## src/design/oldv_pkg.sv

```systemverilog
// Package for the ordered list block: command and status codes and the
// control and status structs between controller and datapath. No dependencies.
`timescale 1ns / 1ps
`default_nettype none

package oldv_pkg;

  // Width of the occupancy and removed-count result fields.
  localparam int OUT_W = 5;

  typedef enum logic [1:0] {
    CMD_INS_HEAD  = 2'd0,
    CMD_INS_TAIL  = 2'd1,
    CMD_REM_FIRST = 2'd2,
    CMD_REM_ALL   = 2'd3
  } cmd_t;

  typedef enum logic [1:0] {
    ST_DONE    = 2'd0,
    ST_FULL    = 2'd1,
    ST_NOMATCH = 2'd2
  } status_t;

  // Commands from the controller to the datapath.
  typedef struct packed {
    logic load;
    logic insert;
    logic scan;
    logic finish;
  } ctl_t;

  // Status from the datapath to the controller.
  typedef struct packed {
    logic in_remove;
    logic scan_end;
  } sts_t;

endpackage

`default_nettype wire

```

## src/design/oldv_ram.sv

```systemverilog
// Generic simple dual-port RAM: one write port, one read port with
// registered read data. No dependencies.
`timescale 1ns / 1ps
`default_nettype none

module oldv_ram #(
  parameter int WIDTH = 32,
  parameter int DEPTH = 16
) (
  input  wire logic                     clk,
  input  wire logic                     we,
  input  wire logic [$clog2(DEPTH)-1:0] waddr,
  input  wire logic [WIDTH-1:0]         wdata,
  input  wire logic [$clog2(DEPTH)-1:0] raddr,
  output logic      [WIDTH-1:0]         rdata
);

  logic [WIDTH-1:0] mem [DEPTH];

  // Write port and registered read port.
  always_ff @(posedge clk) begin
    if (we) begin
      mem[waddr] <= wdata;
    end
    rdata <= mem[raddr];
  end

endmodule

`default_nettype wire

```

## src/design/oldv_ctrl.sv

```systemverilog
// Controller state machine of the ordered list block.
// Depends on oldv_pkg for the control and status structs.
`timescale 1ns / 1ps
`default_nettype none

module oldv_ctrl (
  input  wire logic          clk,
  input  wire logic          rst,
  input  wire logic          start,
  input  wire oldv_pkg::sts_t sts,
  output oldv_pkg::ctl_t     ctl,
  output logic               busy,
  output logic               done
);
  import oldv_pkg::*;

  typedef enum logic [2:0] {
    S_IDLE = 3'b001,
    S_INS  = 3'b010,
    S_SCAN = 3'b100
  } state_t;

  state_t state;
  state_t state_next;
  logic   done_next;

  // Next-state and command decode.
  always_comb begin
    state_next = state;
    done_next  = 1'b0;
    ctl        = '0;
    unique case (state)
      S_IDLE: begin
        if (start) begin
          ctl.load   = 1'b1;
          state_next = sts.in_remove ? S_SCAN : S_INS;
        end
      end
      S_INS: begin
        ctl.insert = 1'b1;
        done_next  = 1'b1;
        state_next = S_IDLE;
      end
      S_SCAN: begin
        if (sts.scan_end) begin
          ctl.finish = 1'b1;
          done_next  = 1'b1;
          state_next = S_IDLE;
        end else begin
          ctl.scan = 1'b1;
        end
      end
      default: begin
        state_next = S_IDLE;
      end
    endcase
  end

  // State and result strobe registers.
  always_ff @(posedge clk) begin
    if (rst) begin
      state <= S_IDLE;
      done  <= 1'b0;
    end else begin
      state <= state_next;
      done  <= done_next;
    end
  end

  assign busy = (state != S_IDLE);

endmodule

`default_nettype wire

```

## src/design/oldv_dp.sv

```systemverilog
// Datapath of the ordered list block: circular storage with head pointer and
// count, compaction scan and result registers. Depends on oldv_pkg and oldv_ram.
`timescale 1ns / 1ps
`default_nettype none

module oldv_dp #(
  parameter int CAPACITY = 16
) (
  input  wire logic                        clk,
  input  wire logic                        rst,
  input  wire oldv_pkg::ctl_t              ctl,
  input  wire logic [1:0]                  cmd,
  input  wire logic signed [31:0]          value,
  output oldv_pkg::sts_t                   sts,
  output logic [1:0]                       status,
  output logic [oldv_pkg::OUT_W-1:0]       occupancy,
  output logic [oldv_pkg::OUT_W-1:0]       removed_count
);
  import oldv_pkg::*;

  localparam int AW = $clog2(CAPACITY);
  localparam int CW = $clog2(CAPACITY + 1);
  localparam int SW = CW + 1;

  logic [AW-1:0]  head;
  logic [CW-1:0]  count;
  logic [CW-1:0]  rd_idx;
  logic [CW-1:0]  wr_idx;
  logic [CW-1:0]  gone;
  logic [1:0]     cmd_q;
  logic [31:0]    value_q;
  status_t        status_q;
  logic [OUT_W-1:0] removed_q;

  logic           full;
  logic [AW-1:0]  head_dec;
  logic [AW-1:0]  tail_addr;
  logic           match;
  logic           ram_we;
  logic [AW-1:0]  ram_waddr;
  logic [31:0]    ram_wdata;
  logic [AW-1:0]  ram_raddr;
  logic [31:0]    ram_rdata;

  // Map head plus a position onto the circular storage.
  function automatic logic [AW-1:0] wrap_pos(input logic [SW-1:0] s);
    logic [SW-1:0] t;
    t = (s >= SW'(CAPACITY)) ? s - SW'(CAPACITY) : s;
    return t[AW-1:0];
  endfunction

  // Pointer arithmetic and match detection.
  always_comb begin
    full      = (count == CW'(CAPACITY));
    head_dec  = (head == '0) ? AW'(CAPACITY - 1) : head - AW'(1);
    tail_addr = wrap_pos(SW'(head) + SW'(count));
    match     = (ram_rdata == value_q) && ((cmd_q == CMD_REM_ALL) || (gone == '0));
  end

  // Storage ports: inserts write the new value, the scan writes back kept entries.
  always_comb begin
    ram_we    = 1'b0;
    ram_waddr = tail_addr;
    ram_wdata = value_q;
    if (ctl.insert && !full) begin
      ram_we    = 1'b1;
      ram_waddr = (cmd_q == CMD_INS_HEAD) ? head_dec : tail_addr;
    end else if (ctl.scan && !match) begin
      ram_we    = 1'b1;
      ram_waddr = wrap_pos(SW'(head) + SW'(wr_idx));
      ram_wdata = ram_rdata;
    end
    ram_raddr = ctl.load ? head : wrap_pos(SW'(head) + SW'(rd_idx) + SW'(1));
  end

  oldv_ram #(
    .WIDTH(32),
    .DEPTH(CAPACITY)
  ) u_ram (
    .clk  (clk),
    .we   (ram_we),
    .waddr(ram_waddr),
    .wdata(ram_wdata),
    .raddr(ram_raddr),
    .rdata(ram_rdata)
  );

  // List state, scan counters and result registers.
  always_ff @(posedge clk) begin
    if (rst) begin
      head  <= '0;
      count <= '0;
    end else begin
      if (ctl.insert && !full) begin
        if (cmd_q == CMD_INS_HEAD) begin
          head <= head_dec;
        end
        count <= count + CW'(1);
      end
      if (ctl.finish) begin
        count <= wr_idx;
      end
    end

    if (ctl.load) begin
      cmd_q   <= cmd;
      value_q <= value;
      rd_idx  <= '0;
      wr_idx  <= '0;
      gone    <= '0;
    end
    if (ctl.insert) begin
      status_q  <= full ? ST_FULL : ST_DONE;
      removed_q <= '0;
    end
    if (ctl.scan) begin
      rd_idx <= rd_idx + CW'(1);
      if (match) begin
        gone <= gone + CW'(1);
      end else begin
        wr_idx <= wr_idx + CW'(1);
      end
    end
    if (ctl.finish) begin
      status_q  <= (gone == '0) ? ST_NOMATCH : ST_DONE;
      removed_q <= OUT_W'(gone);
    end
  end

  assign sts.in_remove = cmd[1];
  assign sts.scan_end  = (rd_idx == count);

  assign status        = status_q;
  assign occupancy     = OUT_W'(count);
  assign removed_count = removed_q;

endmodule

`default_nettype wire

```

## src/design/ordered_list_delete_by_value_top.sv

```systemverilog
// Top level of the ordered list block: controller and datapath.
// Depends on oldv_pkg, oldv_ctrl, oldv_dp and oldv_ram.
//
// Usage:
//   Command channel: drive cmd and value with start high; the item is taken
//   at a rising edge where start is high and busy is low.
//   Result channel: done is high for exactly one cycle with status,
//   occupancy and removed_count valid; the receiver cannot stall it.
// Sequencing:
//   Inserts: done is registered from the insert state that follows the
//   accepting edge, and a new item can be accepted in the cycle done is high.
//   Removals: after the accepting edge the scan state walks the count entries
//   present before the command, then done rises with the result; the scan
//   reads one entry per cycle from the single read port of the storage and
//   writes kept entries back in order.
// Storage is circular with a head pointer, so inserts at either end are a
// single write. Reset clears the head pointer, the count and the state
// machine; the entry storage itself is not cleared and needs no clearing pass.
// Occupancy and removed_count are reported modulo 32.
`timescale 1ns / 1ps
`default_nettype none

module ordered_list_delete_by_value_top #(
  parameter int CAPACITY = 16
) (
  input  wire logic                  clk,
  input  wire logic                  rst,
  input  wire logic                  start,
  output logic                       busy,
  input  wire logic [1:0]            cmd,
  input  wire logic signed [31:0]    value,
  output logic                       done,
  output logic [1:0]                 status,
  output logic [oldv_pkg::OUT_W-1:0] occupancy,
  output logic [oldv_pkg::OUT_W-1:0] removed_count
);
  import oldv_pkg::*;

  ctl_t ctl;
  sts_t sts;

  // Sequencing of each item.
  oldv_ctrl u_ctrl (
    .clk  (clk),
    .rst  (rst),
    .start(start),
    .sts  (sts),
    .ctl  (ctl),
    .busy (busy),
    .done (done)
  );

  // Storage, scan and result fields.
  oldv_dp #(
    .CAPACITY(CAPACITY)
  ) u_dp (
    .clk          (clk),
    .rst          (rst),
    .ctl          (ctl),
    .cmd          (cmd),
    .value        (value),
    .sts          (sts),
    .status       (status),
    .occupancy    (occupancy),
    .removed_count(removed_count)
  );

endmodule

`default_nettype wire

```

## config.mk

```make
export PLATFORM = sky130hd
export DESIGN_NAME = ordered_list_delete_by_value_top
export DESIGN_NICKNAME = d
export VERILOG_FILES = /design/src/design/oldv_pkg.sv /design/src/design/oldv_ram.sv /design/src/design/oldv_ctrl.sv /design/src/design/oldv_dp.sv /design/src/design/ordered_list_delete_by_value_top.sv
export SDC_FILE = /design/constraint.sdc
export NUM_CORES = 1
export LEC_CHECK = 0
export ABC_AREA = 1
export BUFFER_PORTS_ARGS = -buffer_cell sky130_fd_sc_hd__buf_4
export CAP_MARGIN = 20
export CORE_AREA = 2 2 271 273
export DETAILED_ROUTE_END_ITERATION = 10
export DIE_AREA = 0 0 273 275
export PLACE_DENSITY = 0.56
export SLEW_MARGIN = 40
export SYNTH_ARGS = -nofsm -noshare
export SYNTH_HDL_FRONTEND = slang
export SYNTH_SLANG_ARGS = --single-unit
```

## constraint.sdc

```tcl
create_clock -name clk -period 4.25 [get_ports clk]
set_input_delay 0.2125 -clock clk [delete_from_list [all_inputs] [get_ports clk]]
set_output_delay 0.2125 -clock clk [all_outputs]
set_load 0.02 [all_outputs]
```

======== Yosys cells after proc, flatten, opt, wreduce, memory -nomap -nowiden ========
Memories as Yosys holds them, arrays and structs flattened. A register that Yosys moved wholly into a read port is not among the register bits.
Cells that the tools add are included.
storage, ports and cells
  word-level logic and storage cells ...... 92
  memories ................................ 1
  output and inout bits ................... 14
  flip-flop bits (word level) ............. 69
  bits of input ports ..................... 37
  memory bits (writable) .................. 512
memories
  memory          depth  width  read ports  clocked after Yosys merged registers in  write ports  line            text
  u_dp.u_ram.mem  16     32     1           1                                        1            oldv_ram.sv:18  logic [WIDTH-1:0] mem [DEPTH];
cells by class
  reductions and logical operators ........ 14
  eq/ne operators ......................... 10
  $lt $le $gt $ge ......................... 3
  add/sub/neg operators ................... 12
  muxes and demuxes ....................... 41
operators with widths
  kind                                                                                  count
  32-bit two-way mux                                                                    2
  5-bit two-way mux                                                                     12
  32-bit == test                                                                        1
  4-bit two-way mux                                                                     8
  5-bit by 1-bit adder with 5-bit output (second input constant)                        4
  4-bit by 5-bit adder with 6-bit output                                                3
  6-bit by 5-bit greater-or-equal comparator with 1-bit output (second input constant)  3
  4-bit by 1-bit subtractor with 4-bit output (second input constant)                   4
  1-bit two-way mux                                                                     10
  3-bit two-way mux                                                                     3
  2-bit two-way mux                                                                     4
  6-bit by 1-bit adder with 6-bit output (second input constant)                        1
  3-bit one-hot mux with 2 select lines                                                 1
  2-bit nonzero test                                                                    3
  5-bit == test                                                                         1
  5-bit == test (second input constant)                                                 1
  5-bit zero test                                                                       1
  4-bit zero test                                                                       1
  2-bit inequality test (second input constant)                                         2
  2-bit AND reduction                                                                   2
  3-bit by 1-bit == test with 1-bit output (second input constant)                      1
  3-bit by 2-bit == test with 1-bit output (second input constant)                      1
  3-bit == test (second input constant)                                                 1
  1-bit logical AND                                                                     3
  other kinds (6)                                                                       7

======== Longest topological paths before layout ========
Gate-level depths: netlist of run 1.
  word-level depth ........................ 9
  depth in mapped cells ................... 14
  gate-level depth less buffers ........... 14

======== By module ========
From an unflattened synthesis of run 1, not the netlist that was laid out.
unflattened totals
  cells, all modules ...................... 2743
  area, all modules ....................... 27423.8 µm²
modules (own cells, without submodules)
  module     instances  area each (µm²)  sequential area each (µm²)  cells each
  oldv_ram   1          22730.6          16015.4                     2120
  oldv_dp    1          4494.3           1761.7                      598
  oldv_ctrl  1          198.9            80.1                        25

======== Least setup slack after synthesis of run 1 ========
Ideal clock, no wire load.
  path type ............................... flip-flop to flip-flop
  start ................................... register u_dp.count[0] (netlist: u_dp.occupancy[0])
  end ..................................... memory u_dp.u_ram.mem[13][0], enable pin
  arrival ................................. 3189 ps
  data required time ...................... 3829 ps
  path slack .............................. 640 ps
  buffers on the path ..................... 0
  setup time .............................. 421 ps
  period minus slack after synthesis ...... 3610 ps
  cell stages (with the launch flop) ...... 9
  cell sequence ........................... dfxtp_1 -> ha_1 -> fa_1 -> nor2_1 -> a21oi_1 -> or2_2 -> nand2_1 -> nand3_1 -> nor2_1
between the ends
  word-level cells in the longest chain between the ends .. 8
  elaborated cells between the ends (all ways) .. 18
  classes of those cells .................. add/sub (2); order compare (1); eq/ne (2); mux (10); reduce/logical (3)
RTL lines
  item                                                                                            line            text
  from (decl)                                                                                     oldv_dp.sv:26   logic [CW-1:0] count;
  from (signal assigned)                                                                          oldv_dp.sv:98   count <= count + CW'(1);
  from (signal assigned)                                                                          oldv_dp.sv:101  count <= wr_idx;
  parallel branches: the longest is 8 deep, another holds 4-bit by 5-bit adder with 6-bit output  -
  to (decl)                                                                                       oldv_ram.sv:18
Several ways; the timed one is not identified.

======== Worst setup path in the final report of run 1 ========
  start ................................... register u_dp.value_q[15]
  end ..................................... memory u_dp.u_ram.mem[8][4], enable pin
between the ends
  word-level cells in the longest chain between the ends .. 8
  elaborated cells between the ends (all ways) .. 10
  classes of those cells .................. eq/ne (1); mux (6); reduce/logical (3)
RTL lines
  item                                     line            text
  from (decl)                              oldv_dp.sv:31   logic [31:0] value_q;
  from (signal assigned)                   oldv_dp.sv:107  value_q <= value;
  32-bit == test *                         oldv_dp.sv:57   match = (ram_rdata == value_q) && ((cmd_q == CMD_REM_ALL) || (gone == '0));
  1-bit logical AND *                      oldv_dp.sv:57
  1-bit zero test *                        oldv_dp.sv:68   end else if (ctl.scan && !match) begin
  1-bit logical AND *                      oldv_dp.sv:68
  1-bit two-way mux                        oldv_dp.sv:68
  1-bit two-way mux                        oldv_dp.sv:65   if (ctl.insert && !full) begin
  1-bit two-way mux                        oldv_ram.sv:22  if (we) begin
  1-bit two-way mux (not written as such)  oldv_ram.sv:23  mem[waddr] <= wdata;
Every way passes the cells marked *; elsewhere a longest branch is shown, timed or not.

==> key figures, run 1 <==
Run status
  • Outcome: completed

Timing
  • RSZ-0062 raised after global routing: false
  • Period utilisation layout: 0.910
  • Final setup viols: 0
  • Slew HR: 0.466
  • Worst-Margin Slew: 0.795 ns
  • Layout Skew: 0.0334 ns
  • Final Hold Vio Count: 0
  • Max Fclk: 258 MHz
  • Max-slew violations: 0
  • Setup_tns: 0 ns
  • Period minus WS final: 3.87 ns

Power and ir drop
  • Int Power: 10.6 mW
  • Clock power share: 0.408
  • VDD IR-drop max: 0.000249 V
  • Gate power share: 0.105
  • Net switching power: 3.37 mW
  • Sw Ratio: 0.241
  • Power share of the sequential group: 0.488
  • Leakage: 9.69 nW
  • Design Power: 14.0 mW
  • Power density cells: 481 mW/mm²

Logic synthesis
  • Synthesized area: 0.0250 mm²
  • Complex-gate fraction of the synthesized area: 0.140
  • Ranking of synthesized cells by area: edfxtp_1, o21ai_0, dfxtp_1
  • Synth Register Bits: 613
  • Post-synthesis cell type count: 45
  • Yosys top cell area share: 0.671
  • Syn_area_per_cell: 13.3 µm²
  • Simple-Gate Fraction of Synth Area: 0.0726
  • Post-synth top area cell: edfxtp_1
  • Largest family of logic cells by synthesized area: compound AO/OA/AOI/OAI gates
  • Multiplexer share of the synthesized area: 0.0102
  • Commonest cells in the netlist: edfxtp_1, nor2_1, o21ai_0, nand2_1, o211ai_1
  • Top FF cell, synth: edfxtp_1
  • Cell count after synthesis: 1872
  • Sequential share of the synthesized area: 0.715
  • FFs w/ async S/R, synth: 0
  • Synthesis Warnings: 0
  • Count leader, synth: edfxtp_1
  • Xor/xnor share of the synthesized area: 0.0133
  • Post-Synth Adder-Cell Area: 0.0109
  • Syn_nets: 1929
  • Post-synth EDFFs: 558

Placement
  • Final Wtd Congestion: 0.803
  • Port Buf Inserts: 50
  • Detailed Place HPWL: 35.2 mm
  • Placed Area: 0.0266 mm²

Cells and area
  • Finished Cell Area: 0.0291 mm²
  • Final Core Density: 0.402
  • # diodes: 0
  • Nets: 2033
  • Seq. cell area: 0.0179 mm²
  • Area delta synth->final: 16.5%
  • Fillcell total: 6734
  • Share of layout cells above drive strength 1: 0.131
  • Multi-input gate area: 0.00633 mm²

Clock tree
  • Post-cts sizing count: 0
  • Max Root-Sink Buffers: 3
  • Root Buffer: clkbuf_16
  • CTS Hold Buffers Added: 36
  • TritonCTS clock tree: yes
  • Post-CTS setup buffers: 0
  • TritonCTS buffer count: 66
  • Reg clk slew, reported paths: 0.06 ns
  • Num Clock Sinks: 613
  • CTS H-Tree Depth: 3
  • Clk Latency, worst-skew pair: 0.61 ns

Routing
  • DR vias/cell: 5.20
  • DRT iter0 DRCs: 1401
  • DRT Wirelength: 62.8 mm
  • Router iterations before antenna repair: 5
  • WL/cell: 21.0 µm
  • Vias: 15500
  • ANT nets after route: 0
  • DRC Markers: 0

Hold path
  • Hold-critical path depth: 3
  • HP Class: input port to flip-flop
  • Worst hold endpoint: u_dp.value_q[0]$_DFFE_PP_
  • Worst Hold Launch: start

Die
  • Die width: 273 µm
  • Die footprint: 0.0751 mm²
  • I/O pin count: 51
  • Die Height: 275 µm
  • Row count: 99
  • Core area: 0.0723 mm²
  • Initial Utilization: 0.345

Critical path
  • Crit end category: flip-flop
  • CP arrival: 4.09 ns
  • Worst EP required: 4.47 ns
  • Crit-path max cell delay: 0.66 ns
  • Reg-to-reg startpoint: u_dp.value_q[15]$_DFFE_PP_
  • Critical path fanouts, max: 32
  • Worst-path cell chain: inv_1 > nor2_1 > nor3_1 > nand2_1 > nor2_1 > nand3_2 > nand2_4 > nand2_1 > nand3_1 > nand4_1 > nor2_4 > buf_4
  • Crit-path slowest cell: nor3_1
  • FF-to-FF setup slack: 0.38 ns
  • Crit path launch type: flip-flop
  • R2r worst-path depth: 12
  • R2R Path End: u_dp.u_ram.mem[8][4]$_DFFE_PP_
  • Setup CP Type: flip-flop to flip-flop

GRT
  • GRT overflow: 0
  • Number of global-route vias before repair: 15400
  • Initial antenna violation count: 1
  • Pin count of the biggest net entering global routing: 149
  • First-pass GRT wire length: 95.4 mm
  • Total GRT Usage: 0.167

Run
  • Max_cap viols: 0
[area by class of cell]
class                   count  share of cell area
clock buffers              97              0.0647
well taps                 959              0.0412
flip-flops and latches    613               0.614
inverters                  63             0.00843
repair buffers            149              0.0457
clock inverters            23             0.00864
multi-input cells        1083               0.218
[worst max-delay path by stage]
| stage | from | depth (start not counted) | slack [ns] | endpoint |
|---|---|---|---|---|
| after CTS | u_dp.value_q[15]$_DFFE_PP_ | 12 | 0.34 | u_dp.u_ram.mem[8][4]$_DFFE_PP_ |
| after detailed placement | u_dp.value_q[15]$_DFFE_PP_ | 12 | 0.38 | u_dp.u_ram.mem[8][13]$_DFFE_PP_ |
| after floorplan | u_dp.occupancy[0]$_SDFFE_PP0P_ | 8 | 0.64 | u_dp.u_ram.mem[13][0]$_DFFE_PP_ |
| after global placement | u_dp.value_q[15]$_DFFE_PP_ | 12 | 0.46 | u_dp.u_ram.mem[10][20]$_DFFE_PP_ |
| final | u_dp.value_q[15]$_DFFE_PP_ | 12 | 0.38 | u_dp.u_ram.mem[8][4]$_DFFE_PP_ |
| after global routing | u_dp.value_q[15]$_DFFE_PP_ | 12 | 0.18 | u_dp.u_ram.mem[8][4]$_DFFE_PP_ |
[stage by stage]
stage                     hold WS (ns)  std cells  setup slack, ns
after detailed placement         0.393       2831            0.383
after floorplan                  0.292       1872            0.640
after global routing             0.149       2987            0.182
final                            0.146       2987            0.381
after global placement           0.396       2830            0.458
after CTS                        0.116       2987            0.344
[critical path, delay by kind of cell (launching register included)]
kind / cells / cell delay, ns
DFF: 1 / 0.42
and+or+nand+nor: 10 / 2.43
buffers and inverters: 2 / 0.59
[kinds of logic (layout without fill, tap and decap cells)]
logic type      Yosys count  in the layout
flops                   613            613
xor+xnor                 38             38
fa+ha+maj                20             20
compound gates          556            556
mux                      23             23
simple gates            446            446
buf+inv                 176            332
[state kept, by name (all words and copies together), names as in the netlist]
register	count
u_ctrl.state	3
u_ctrl.done	1
u_dp.wr_idx	5
u_dp.status	2
u_dp.removed_count	5
u_dp.u_ram.rdata	32
u_dp.occupancy	5
u_dp.value_q	32
u_dp.rd_idx	5
u_dp.gone	5
u_dp.head	4
u_dp.u_ram.mem	512
u_dp.cmd_q	2
[power by group through the flow]
stage | logic (mW) | registers [mW] | clock network (mW)
global placement | 1.43 | 6.94 | 0
global route | 1.63 | 6.83 | 6.06
CTS | 1.48 | 6.82 | 5.81
finish | 1.47 | 6.82 | 5.70
detailed placement | 1.45 | 6.95 | 0
floorplan | 0.996 | 6.93 | 0
[cells in the final DEF, fill, tap and decap left out, types with 40 or more instances in the layout]
cell,n
buf_4,103
clkbuf_16,69
dfxtp_1,55
edfxtp_1,558
inv_1,57
nand2_1,133
nor2_1,239
o211ai_1,103
o21ai_0,236
o21ai_1,40
o21bai_1,60
o22ai_1,60
[per-layer routing]
layer,part of all wire,up-vias,wire length (µm),GRT usage
met2,0.47,472,29400,0.272
met3,0.057,95,3600,0.0289
met5,0,-,0,0
met4,0.024,0,1510,0.0561
met1,0.45,7797,28200,0.227
li1,-,7175,-,-
Power figures use the tool's default switching activity.
==> inputs of run 2 (changes only) <==
Settings changed: MAX_ROUTING_LAYER from default to met4.
==> key figures, run 2 (same netlist as run 1, synthesis figures left out) <==
Timing
  • RSZ-0062 raised after global routing: false
  • Setup_tns: 0 ns (unchanged)
  • Slew HR: 0.436 (-0.0293)
  • Max Fclk: 257 MHz (-0.37%)
  • Period utilisation layout: 0.914 (+0.00343)
  • Max-slew violations: 0 (unchanged)
  • Hold_ws: 0.146 ns (+0.000645 ns)
  • Worst-Margin Slew: 0.845 ns (+0.0501 ns)
  • Final setup viols: 0 (unchanged)
  • Final Hold Vio Count: 0 (unchanged)
  • Layout Skew: 0.0321 ns (-0.00130 ns)
  • Period minus WS final: 3.88 ns (+0.0146 ns)
  • Worst setup margin: 0.366 ns (-0.0146 ns)

Cells and area
  • Commonest non-fill, non-tap cell in the layout: edfxtp_1
  • Nets: 2033 (unchanged)
  • Top reg by flops: u_dp.u_ram.mem
  • Area delta synth->final: 16.5% (unchanged)
  • Share of layout cells above drive strength 1: 0.131 (unchanged)
  • # diodes: 0 (unchanged)
  • Final cell count without fillers: 2987 (unchanged)
  • Most frequent cells in the layout: edfxtp_1, nor2_1, o21ai_0
  • Fillcell total: 6734 (unchanged)
  • Max reg flops: 512 (unchanged)
  • Biggest regs: u_dp.u_ram.mem (512), u_dp.u_ram.rdata (32), u_dp.value_q (32)
  • Finished Cell Area: 0.0291 mm² (unchanged)

GRT
  • First-pass GRT wire length: 95.4 mm (about the same)
  • GRT overflow: 0 (unchanged)
  • Number of global-route vias before repair: 15400 (-0.11%)
  • Pin count of the biggest net entering global routing: 149 (unchanged)
  • Total GRT Usage: 0.173 (+0.00535)
  • Initial antenna violation count: 0 (-1)

Critical path
  • Crit-path slowest cell: nor3_1
  • Setup CP Type: flip-flop to flip-flop
  • R2r worst-path depth: 12 (unchanged)
  • Crit. path cell count: 12 (unchanged)
  • Reg-to-reg startpoint: u_dp.value_q[15]$_DFFE_PP_
  • Top delay family on crit path: simple AND/OR/NAND/NOR gates
  • FF-to-FF setup slack: 0.37 ns (about the same)
  • Critical Path Source: u_dp.value_q[15]$_DFFE_PP_
  • Critical Path Sink: u_dp.u_ram.mem[8][4]$_DFFE_PP_
  • Critical path fanouts, max: 32 (unchanged)
  • Crit path launch type: flip-flop
  • R2R Path End: u_dp.u_ram.mem[8][4]$_DFFE_PP_
  • Crit-path max cell delay: 0.65 ns (about the same)
  • Worst EP required: 4.47 ns (about the same)
  • CP arrival: 4.10 ns (about the same)
  • Crit end category: flip-flop
  • Worst Path Buf+Inv: 2 (unchanged)
  • Worst-path cell chain: inv_1 > nor2_1 > nor3_1 > nand2_1 > nor2_1 > nand3_2 > nand2_4 > nand2_1 > nand3_1 > nand4_1 > nor2_4 > buf_4

Placement
  • Placed insts: 2831 (unchanged)
  • Place WS: 0.383 ns (unchanged)
  • Detailed Place HPWL: 35.2 mm (unchanged)
  • Port Buf Inserts: 50 (unchanged)
  • Final Wtd Congestion: 0.816 (+1.7%)
  • Placed Area: 0.0266 mm² (unchanged)

Die
  • I/O pin count: 51 (unchanged)
  • Die width: 273 µm (unchanged)
  • Initial Utilization: 0.345 (unchanged)
  • Die Height: 275 µm (unchanged)
  • Die footprint: 0.0751 mm² (unchanged)
  • Core area: 0.0723 mm² (unchanged)
  • Row count: 99 (unchanged)

Clock tree
  • Num Clock Sinks: 613 (unchanged)
  • Max Root-Sink Buffers: 3 (unchanged)
  • Reg clk slew, reported paths: 0.06 ns (about the same)
  • TritonCTS buffer count: 66 (unchanged)
  • Clk Latency, worst-skew pair: 0.60 ns (about the same)
  • Post-cts sizing count: 0 (unchanged)
  • CTS H-Tree Depth: 3 (unchanged)
  • TritonCTS clock tree: yes
  • Root Buffer: clkbuf_16

Routing
  • WL/cell: 21.1 µm (+0.27%)
  • DR vias/cell: 5.20 (about the same)
  • DRT iter0 DRCs: 1362 (-2.8%)
  • ANT nets after route: 0 (unchanged)
  • Router iterations before antenna repair: 6 (+1)
  • Vias: 15500 (-0.045%)
  • DRC Markers: 0 (unchanged)
  • DRT Wirelength: 62.9 mm (+0.27%)

Power and ir drop
  • VDD IR-drop max: 0.000250 V (about the same)
  • Power density cells: 481 mW/mm² (about the same)
  • Leakage: 9.69 nW (unchanged)

Run status
  • Outcome: completed

Run
  • Max_cap viols: 0 (unchanged)

Hold path
  • HP Class: input port to flip-flop
## run 2: what timing repair did
| action | CTS | global route |
|---|---|---|
| hold buffers | 36 | 0 |
| hold endpoints to repair | 43 | 0 |
| buffers inserted | 0 | 0 |
## run 2: metal layers
metal / GRT usage / wire, µm / share of wire
met1: 0.228 / 28500 / 0.45
met2: 0.272 / 29500 / 0.47
met3: 0.0288 / 3540 / 0.056
met4: 0.0559 / 1430 / 0.023
met5: - / 0 / 0
## run 2: area by class of cell
type                       count  area, µm²  share of cell area
multi-input combinational   1083       6330               0.218
timing repair buffer         149       1330              0.0457
sequential                   613      17900               0.614
clock buffer                  97       1880              0.0647
inverter                      63        245             0.00843
clock inverter                23        251             0.00864
tap                          959       1200              0.0412
## run 2: worst min path at each step
| stage | slack [ns] | cells past startpoint | endpoint | start |
|---|---|---|---|---|
| after detailed placement | 0.39 | 1 | u_dp.value_q[29]$_DFFE_PP_ | value[29] |
| final | 0.15 | 3 | u_dp.value_q[0]$_DFFE_PP_ | start |
| after global routing | 0.15 | 3 | u_dp.value_q[0]$_DFFE_PP_ | start |
| after global placement | 0.40 | 1 | u_dp.value_q[29]$_DFFE_PP_ | value[29] |
| after CTS | 0.12 | 3 | u_dp.value_q[0]$_DFFE_PP_ | start |
| after floorplan | 0.29 | 1 | u_ctrl.state[1]$_SDFFE_PP0P_ | cmd[1] |
## run 2: power by group
| group | switching, mW | leakage, nW | internal (mW) |
|---|---|---|---|
| sequential | 0.0767 | 5.49 | 6.74 |
| clock | 2.31 | 1.05 | 3.39 |
| combinational | 0.980 | 3.15 | 0.489 |
## run 2: worst reg2reg max path, delay by kind of cell (launching register included)
kind / cells / cell delay [ns]
buffers and inverters: 2 / 0.59
DFF: 1 / 0.42
and+or+nand+nor: 10 / 2.48
## run 2: through the flow
step	utilization	power [mW]
floorplan	-	7.93
global placement	0.367	8.37
detailed placement	0.368	8.40
CTS	0.402	14.1
global route	0.402	14.5
finish	0.402	14.0
